===== config.mk =====
export PLATFORM = sky130hd
export DESIGN_NAME = xs1024_ram
export DESIGN_NICKNAME = d
export VERILOG_FILES = /design/src/design/xs1024_ram.sv
export SDC_FILE = /design/constraint.sdc
export NUM_CORES = 1
export LEC_CHECK = 0
export ABC_CLOCK_PERIOD_IN_PS = 10800
export BUFFER_PORTS_ARGS = -buffer_cell sky130_fd_sc_hd__buf_2
export CAP_MARGIN = 30
export CORE_UTILIZATION = 55
export CTS_BUF_LIST = sky130_fd_sc_hd__clkbuf_8
export DETAILED_ROUTE_END_ITERATION = 12
export GPL_TIMING_DRIVEN = 0
export HOLD_SLACK_MARGIN = 0.15
export PLACE_DENSITY = 0.72
export SLEW_MARGIN = 15
export SYNTH_ARGS = -nofsm -noshare
export SYNTH_HDL_FRONTEND = slang
export SYNTH_SLANG_ARGS = --single-unit

===== constraint.sdc =====
create_clock -name clk -period 10.8 [get_ports clk]
set_clock_uncertainty 0.05 [all_clocks]
set_input_delay 0 -clock clk [delete_from_list [all_inputs] [get_ports clk]]
set_output_delay 0 -clock clk [all_outputs]
set_load 0.005 [all_outputs]

===== src/design/xs1024_ram.sv =====
// Generic single-write, single-read synchronous RAM with registered read data.
// No dependencies.
module xs1024_ram #(
    parameter int WIDTH = 64,
    parameter int DEPTH = 16
) (
    input  logic                     clk,
    input  logic                     wr_en,
    input  logic [$clog2(DEPTH)-1:0] wr_addr,
    input  logic [WIDTH-1:0]         wr_data,
    input  logic [$clog2(DEPTH)-1:0] rd_addr,
    output logic [WIDTH-1:0]         rd_data
);

    logic [WIDTH-1:0] mem_reg [DEPTH];
    logic [WIDTH-1:0] rd_data_reg;

    always_ff @(posedge clk)
    begin
        if (wr_en)
        begin
            mem_reg[wr_addr] <= wr_data;
        end
        rd_data_reg <= mem_reg[rd_addr];
    end

    assign rd_data = rd_data_reg;

endmodule


# Word level (Yosys, flattened, before mapping)
# Memories as Yosys holds them, arrays and structs flattened. A register that Yosys moved wholly into a read port is not among the register bits.
# Cells that the tools add are included.
# op_classes
muxes	2
# ops
cell	n
2-to-1 mux 1 bit	2
# word_totals
output_inout_bits	64
reg_bits	0
mem_bits_rw	1024
memories	1
inputBits	74
wordCells	3
# mem_list
memory	depth	width	read_ports	rd_clocked_by_memory_dff	wr	line	source
mem_reg	16	64	1	1	1	15	logic [WIDTH-1:0] mem_reg [DEPTH];

# Depth between registers and ports, before layout
# Gate-level depths: netlist of run 1.
# logic_depth
ltp_word	2
mapped_depth	6
ltp_nobuf	3

# Worst setup path before layout of run 1
# OpenSTA, ideal clock, no wires.
# synth_timing
path_type	input-to-reg
start	in wr_addr[2]
end	mem mem_reg[0][0] (enable)
path_stages	2
setup_ns	0.565
n_path_buf	0
t_arrival_ns	4.863
path_slack_ns	5.321
cell_sequence	or3b_2 nor3_1
# synth_rtl
element	line	source
start: declaration	9	input logic [$clog2(DEPTH)-1:0] wr_addr,
end: declaration	15	
# No word-level cell before the write port.

# Final worst setup path of run 1
# layout_timing
start	in wr_addr[1]
end	mem mem_reg[4][38] (enable)
# No word-level cell before the write port.

==> results of run 1 <==
==> final timing paths <==
path	from	end	slack, ps	cells after the start
max	wr_addr[1]	mem_reg[4][38]	7490	9
min	rd_addr[1]	rd_data[49]	250	5
max reg2reg	mem_reg[1][1]	rd_data[1]	7860	6
min reg2reg	mem_reg[14][42]	rd_data[42]	620	3
==> synth_stat cells <==
cell type  instances
buf_6             13
nor2b_1            2
or3b_2             1
dfxtp_1           64
clkbuf_1          36
buf_2             13
nand3_1            1
a22oi_1          128
nand2b_1           2
buf_1             16
nand2_1           65
buf_4              6
nand3b_1           2
nor2_1            13
mux4_2           256
and2_1             1
nor3_1             4
edfxtp_1        1024
==> final cells by class <==
| type | count | area [um2] |
|---|---|---|
| Timing Repair Buffer | 369 | 3570 |
| Clock buffer | 176 | 2420 |
| Sequential cell | 1088 | 32000 |
| Clock inverter | 130 | 624 |
| Buffer | 84 | 452 |
| Tap cell | 940 | 1180 |
| Fill cell | 4400 | 23100 |
| Multi-Input combinational cell | 475 | 7210 |
| Antenna cell | 3 | 7.51 |
==> worst max-delay path, cell delays in order <==
cell and delay (ps):
dlygate4sd3_1 520, dlygate4sd3_1 540, buf_2 170, dlygate4sd3_1 630
nor3_2 240, dlygate4sd3_1 890, buf_4 300, buf_4 230
buf_4 210
==> report_power, final <==
group	internal, mW	switching, mW	total, mW
Sequential	4.72	0.0259	4.75
Clock	1.58	1.53	3.10
Combinational	0.218	0.262	0.480
==> kinds of logic (layout without fill, tap and decap cells) <==
kind of cell,Yosys count,count (layout)
simple gates,91,91
flops,1088,1088
buf+inv,84,759
compound gates,128,128
other cells,0,3
mux,256,256
==> repair_timing <==
action                                   CTS  global route
buffers inserted                           0             0
endpoints found under the hold margin   1597             0
hold buffers                             152             0
resized for setup                          0             0
endpoints found under the setup margin     0             0
==> per-layer routing <==
layer,track usage,vias up,share of wire
li1,-,8183,-
met1,0.334,10300,0.39
met2,0.393,1007,0.49
met3,0.0598,192,0.085
met4,0.0922,8,0.029
met5,0,-,0.00066
==> metrics by stage <==
step           std cells  instance area, um2
2_1_floorplan       1647               39600
3_3_place_gp        2722               41400
3_5_place_dp        2804               42900
4_1_cts             3262               47500
5_1_grt             3263               47500
6_report            3265               47500
==> results.json, run 1 <==
{
  "mostFrequentLayoutCells": "edfxtp_1, mux4_2, clkbuf_8",
  "cts_buffers": 166,
  "finalCoreUtilization": 0.672,
  "leakage_nw": 15.8,
  "port_buffers": 135,
  "setup_ws_ps": 7490,
  "tightest_slew_ps": 925,
  "cts.path.max_buffers": 3,
  "synthXorXnorAreaFrac": 0,
  "clock_latency_ps": 810,
  "total_power_mw": 8.33,
  "fin_tns_setup_ps": 0,
  "cts_root_buffer": "clkbuf_8",
  "synthSimpleGateAreaFrac": 0.00942,
  "clk_pin_slew_ps": 60,
  "rsz0062_at_grt": "no",
  "yosysWarningCount": 0,
  "core_um2": 70600,
  "maxCapViolCount": 0,
  "drc": 0,
  "crit_fanout": 9,
  "grt_max_degree": 22,
  "antenna_found_initial": 7,
  "critPathLaunchType": "input pin",
  "worst_ep_required_time_ps": 11240,
  "pwr_density_cell_nw_per_um2": 175,
  "slew_violations": 0,
  "worstPathArrival_ps": 3750,
  "synth_fp_nets": 1721,
  "start_util": 0.560,
  "synth_area_leaders": "edfxtp_1, mux4_2, dfxtp_1, a22oi_1, nand2_1",
  "min_path_type": "input pin to flip-flop",
  "wl_um": 87400,
  "synthAdderAreaFrac": 0,
  "yosys.area.top_type": "edfxtp_1",
  "ir_worst_vdd_uv": 102,
  "area_growth_pct": 20.0,
  "overflow": 0,
  "boundaryPins": 138,
  "cts.sinks": 1088,
  "synth_seq_cells": 1088,
  "outcome": "finished, final reports clean",
  "gp_congestion": 0.721,
  "pre_cts_ws_ps": 8180,
  "largest_reg_flops": 1024,
  "end_kind": "flip-flop",
  "rows": 97,
  "synthDistinctLibCells": 18,
  "netlist_instances": 1647,
  "hpwl_um": 53800,
  "synth.mux.area_fraction": 0.146,
  "synth_top_family_by_area": "multiplexers",
  "die_w_um": 270,
  "min_period_ps": 3310,
  "whs_ps": 253,
  "synth-compound-area-share": 0.0243,
  "grt_usage": 0.247,
  "firstDrtPassIters": 5,
  "grt_pass1_vias": 20800,
  "fmax_mhz": 302,
  "final_common_cell": "edfxtp_1",
  "drtAntennaViolNets": 0,
  "cts_tree": "built",
  "wl_per_cell_um": 26.8,
  "drive_gt1_frac": 0.312,
  "crit_type": "input pin to flip-flop",
  "final-hold-violation-count": 0,
  "nNetsFinal": 2258,
  "synth_top_area_frac": 0.777,
  "fin_crit_sh": 0.307,
  "htreeDepth": 4,
  "die_y_um": 270,
  "avgSynthCellArea_um2": 24.0,
  "netlist_area_um2": 39600,
  "drt_iter0_drc": 2115,
  "route.vias.total": 19600,
  "grt_pass1_wl_um": 130000,
  "viasPerCell": 6.02,
  "ys_seq_area_frac": 0.809,
  "setup_viol": 0,
  "dieArea_um2": 73000,
  "relSlewSlack": 0.383
}
No activity file was read; power rests on OpenSTA's default activity.
==> run 2: changes to the inputs <==
--- a/config.mk
+++ b/config.mk
@@ -5,7 +5,7 @@
 export SDC_FILE = /design/constraint.sdc
 export NUM_CORES = 1
 export LEC_CHECK = 0
-export ABC_CLOCK_PERIOD_IN_PS = 10800
+export ABC_CLOCK_PERIOD_IN_PS = 2680
 export BUFFER_PORTS_ARGS = -buffer_cell sky130_fd_sc_hd__buf_2
 export CAP_MARGIN = 30
 export CORE_UTILIZATION = 55
@@ -13,7 +13,7 @@
 export DETAILED_ROUTE_END_ITERATION = 12
 export GPL_TIMING_DRIVEN = 0
 export HOLD_SLACK_MARGIN = 0.15
-export PLACE_DENSITY = 0.72
+export PLACE_DENSITY = 0.75
 export SLEW_MARGIN = 15
 export SYNTH_ARGS = -nofsm -noshare
 export SYNTH_HDL_FRONTEND = slang
==> constraint.sdc (replaced) <==
create_clock -name clk -period 2.68 [get_ports clk]
set_clock_uncertainty 0.05 [all_clocks]
set_input_delay 0 -clock clk [delete_from_list [all_inputs] [get_ports clk]]
set_output_delay 0 -clock clk [all_outputs]
set_load 0.005 [all_outputs]
==> run 2 against run 1 <==
Flip-flop and latch count unchanged. Sequential share of layout area about the same. Core utilization about the same. First-iteration DRC count up 7.3%. Cell area about the same. Final cell count down 0.80%. Combinational power rose to 4.1 times the previous value. Worst hold slack worse by 19 ps. Clock-buffer cell count up 9. Die area unchanged. Critical path type unchanged. Critical endpoint is now mem_reg[3][61].
==> results.json, run 2 (synthesized netlist as in run 1, its figures left out) <==
{
  "final-hold-violation-count": 0,
  "crit_type": "input pin to flip-flop",
  "drtAntennaViolNets": 0,
  "start_util": 0.560,
  "cp_cell_sequence": "dlygate4sd3_1 > buf_2 > or3b_2 > dlygate4sd3_1 > nor2_4 > buf_12 > buf_16",
  "fin_crit_sh": 0.999,
  "firstDrtPassIters": 6,
  "tightest_slew_ps": 1050,
  "fillers": 4283,
  "wl_um": 91300,
  "cts_buffers": 165,
  "antenna_found_initial": 4,
  "crit_fanout": 18,
  "grt_pass1_vias": 20900,
  "crit_family": "buffers and inverters",
  "grt_max_degree": 22,
  "hpwl_um": 54500,
  "crit_top_cell": "dlygate4sd3_1",
  "boundaryPins": 138,
  "cts_resized": 0,
  "die_y_um": 270,
  "r2r_cells": 5,
  "viasPerCell": 6.14,
  "finalCoreUtilization": 0.672,
  "route.vias.total": 19900,
  "final_common_cell": "edfxtp_1",
  "die_w_um": 270,
  "relSlewSlack": 0.299,
  "cts.path.max_buffers": 3,
  "leakage_nw": 15.8,
  "end_kind": "flip-flop",
  "setup_ws_ps": 1.58,
  "htreeDepth": 4,
  "fmax_mhz": 373,
  "slew_violations": 0,
  "cts_tree": "built",
  "area_growth_pct": 19.9,
  "dieArea_um2": 73000,
  "rsz0062_at_grt": "no",
  "rows": 97,
  "nNetsFinal": 2232,
  "drive_gt1_frac": 0.312,
  "setup_viol": 0,
  "clock_latency_ps": 830,
  "drt_iter0_drc": 2270,
  "pre_cts_ws_ps": 319,
  "min_period_ps": 2680,
  "outcome": "finished, final reports clean",
  "cts.sinks": 1088,
  "pwr_density_cell_nw_per_um2": 714,
  "cts_root_buffer": "clkbuf_8",
  "worst_ep_required_time_ps": 3140,
  "min_path_type": "input pin to flip-flop",
  "timing.critical_path.slowest_stage_cell": "dlygate4sd3_1",
  "drc": 0,
  "worst-path-stages": 7,
  "clk_pin_slew_ps": 60,
  "hold_depth": 5,
  "gp_congestion": 0.727,
  "port_buffers": 135,
  "cp_num_buf_inv": 5,
  "cpPeakStageDelay_ps": 720,
  "ir_worst_vdd_uv": 526,
  "worstPathArrival_ps": 3130,
  "wl_per_cell_um": 28.2,
  "maxCapViolCount": 0,
  "grt_usage": 0.255,
  "core_um2": 70600,
  "grt_pass1_wl_um": 134000,
  "overflow": 0,
  "mostFrequentLayoutCells": "edfxtp_1, mux4_2, clkbuf_8",
  "largest_reg_flops": 1024,
  "critPathLaunchType": "input pin"
}
-- run 2: cell types whose count changed in the layout (fill, tap and decap cells not counted), sizes merged --
cell and delta:
buf -19, clkbuf +9, clkinv -15, clkinvlp +2
dlygate4sd3 -6, inv +3
-- run 2: final cells by class --
type / instances / area (um2) / share of cell area
antenna: 3 / 7.51 / 0.000158
buffer: 84 / 452 / 0.00951
clock buffer: 185 / 2550 / 0.0536
clock inverter: 120 / 592 / 0.0125
multi-input combinational: 475 / 7230 / 0.152
sequential: 1088 / 32000 / 0.675
tap: 940 / 1180 / 0.0248
timing repair buffer: 344 / 3440 / 0.0724
-- run 2: through the flow --
| step | hold slack (ps) | total power [mW] | area [um2] | instances | TNS (ps) |
|---|---|---|---|---|---|
| 6_report | 234 | 33.9 | 47500 | 3239 | 0 |
| 5_1_grt | 224 | 35.0 | 47500 | 3238 | 0 |
| 4_1_cts | 186 | 34.0 | 47500 | 3235 | 0 |
| 3_5_place_dp | 325 | 21.2 | 42900 | 2784 | 0 |
| 3_3_place_gp | 300 | 21.1 | 41500 | 2722 | -2393280 |
| 2_1_floorplan | 48.9 | 20.4 | 39600 | 1647 | -258050 |
-- run 2: layer usage --
layer	vias to the layer above	wire length [um]	track usage
met5	-	27	0
met4	4	3160	0.109
met3	224	8030	0.0584
met2	1204	47000	0.428
met1	10300	33000	0.323
li1	8136	-	-
-- run 2: where the power goes --
group	total (mW)	internal [mW]	switching [mW]
logic	1.95	0.872	1.08
clock network	12.8	6.62	6.21
registers	19.1	19.0	0.118
-- run 2: repair_timing --
action,4_1_cts,5_1_grt
endpoints found under the hold margin,1636,0
hold buffers,146,0
setup endpoints to repair,0,0
setup buffers,0,0
-- run 2: worst register-to-register path: stages, from the launching register on --
cell	delay, ps
edfxtp_1	400
mux4_2	500
dlygate4sd3_1	580
a22oi_1	210
dlygate4sd3_1	590
nand2_1	60
-- run 2: worst paths after layout --
path	startpoint	end	slack (ps)
setup / recovery	wr_addr[2]	mem_reg[3][61]	2
setup reg to reg	mem_reg[2][63]	rd_data[63]	160
hold / removal	rd_addr[1]	rd_data[44]	230
hold reg to reg	mem_reg[15][63]	rd_data[63]	620
==> run 3: changes to the inputs <==
--- a/config.mk
+++ b/config.mk
@@ -5,7 +5,7 @@
 export SDC_FILE = /design/constraint.sdc
 export NUM_CORES = 1
 export LEC_CHECK = 0
-export ABC_CLOCK_PERIOD_IN_PS = 2680
+export ABC_CLOCK_PERIOD_IN_PS = 2200
 export BUFFER_PORTS_ARGS = -buffer_cell sky130_fd_sc_hd__buf_2
 export CAP_MARGIN = 30
 export CORE_UTILIZATION = 55
==> constraint.sdc (replaced) <==
create_clock -name clk -period 2.2 [get_ports clk]
set_clock_uncertainty 0.05 [all_clocks]
set_input_delay 0 -clock clk [delete_from_list [all_inputs] [get_ports clk]]
set_output_delay 0 -clock clk [all_outputs]
set_load 0.005 [all_outputs]
==> run 3 against run 2 <==
Critical path depth is 1 higher. Routed wire length is 4.0% lower. Clock-buffer cell count is 11 lower. Flip-flop and latch count stayed put. Die area stayed put. Clock power is 20% higher. Register-to-register slack better by 150 ps. Via count is 2.2% lower. Critical path type unchanged.
==> results.json, run 3 (synthesized netlist as in run 1, its figures left out) <==
{
  "core_um2": 70600,
  "cts_buffers": 167,
  "boundaryPins": 138,
  "hpwl_um": 53600,
  "pwr_density_cell_nw_per_um2": 865,
  "pre_cts_ws_ps": -71.4,
  "viasPerCell": 6.02,
  "worst_ep_required_time_ps": 2640,
  "fmax_mhz": 471,
  "clk_pin_slew_ps": 60,
  "end_kind": "flip-flop",
  "setup_viol": 0,
  "slew_violations": 0,
  "worstPathArrival_ps": 2560,
  "firstDrtPassIters": 7,
  "grt_usage": 0.247,
  "crit_type": "input pin to flip-flop",
  "largest_reg_flops": 1024,
  "tightest_slew_ps": 891,
  "cts_tree": "built",
  "drc": 0,
  "rsz0062_at_grt": "no",
  "min_period_ps": 2120,
  "start_util": 0.560,
  "gp_congestion": 0.719,
  "min_path_type": "input pin to flip-flop",
  "wl_um": 87700,
  "outcome": "finished, final reports clean",
  "die_y_um": 270,
  "die_w_um": 270,
  "final_common_cell": "edfxtp_1",
  "grt_max_degree": 23,
  "final-hold-violation-count": 0,
  "nNetsFinal": 2233,
  "finalCoreUtilization": 0.670,
  "mostFrequentLayoutCells": "edfxtp_1, mux4_2, clkbuf_8",
  "critPathLaunchType": "input pin",
  "overflow": 0,
  "maxCapViolCount": 0,
  "relSlewSlack": 0.406,
  "multiInputGateArea_um2": 7250,
  "seqCellArea_um2": 32000,
  "whs_ps": 184,
  "setup_ws_ps": 77.6,
  "htreeDepth": 4,
  "clock_latency_ps": 810,
  "drtAntennaViolNets": 0,
  "route.vias.total": 19500,
  "dieArea_um2": 73000,
  "rows": 97,
  "leakage_nw": 15.7,
  "wl_per_cell_um": 27.1,
  "cts.path.max_buffers": 3,
  "grt_pass1_vias": 20400,
  "grt_pass1_wl_um": 131000,
  "fin_crit_sh": 0.965,
  "ir_worst_vdd_uv": 486,
  "cts_root_buffer": "clkbuf_8",
  "place_area_um2": 42800,
  "crit_fanout": 13,
  "cts.sinks": 1088,
  "post-route-cell-area_um2": 47300,
  "fin_tns_setup_ps": 0,
  "port_buffers": 135,
  "fillers": 4366,
  "antenna_found_initial": 6,
  "area_growth_pct": 19.6,
  "drt_iter0_drc": 2154,
  "drive_gt1_frac": 0.310
}
[run 3: area by class of cell]
class	instances	share of cell area
diodes	1	0.0000529
plain buffers	84	0.00965
clock buffers	174	0.0506
clock inverters	128	0.0137
multi-input cells	475	0.153
flip-flops and latches	1088	0.677
well taps	940	0.0248
repair buffers	343	0.0715
[run 3: routing by layer]
layer	track usage	part of all wire
met4	0.0699	0.018
met5	0	0.00054
met3	0.0540	0.081
met1	0.338	0.39
met2	0.405	0.51
[run 3: per-stage QoR]
stage                     std cells  power, mW
final                          3233       40.9
after global routing           3233       42.2
after global placement         2722       25.7
after CTS                      3230       41.2
after detailed placement       2783       25.9
after floorplan                1647       24.8
[run 3: timing repair]
item	4_1_cts	5_1_grt
setup endpoints to repair	0	70
resized for setup	0	8
hold buffers	145	0
setup buffers	0	3
hold endpoints to repair	1744	0
[run 3: worst paths after layout]
kind,startpoint,to,slack [ps],cells after the start
worst max-delay path,wr_addr[2],mem_reg[4][53],80,8
worst min-delay path,rd_addr[2],rd_data[63],180,5
worst max register to register,mem_reg[3][1],rd_data[1],310,4
worst min register to register,mem_reg[13][53],rd_data[53],620,3
[run 3: power breakdown]
group / leakage, nW / switching, mW / internal (mW)
sequential: 9.79 / 0.128 / 23.2
clock: 1.77 / 7.58 / 7.71
combinational: 4.14 / 1.28 / 1.06
[run 3: critical path: stages]
cell and delay, ps:
buf_2 90, dlygate4sd3_1 630, nand3b_1 90, dlygate4sd3_1 720
nor3_4 360, buf_8 240, buf_8 210, buf_8 190
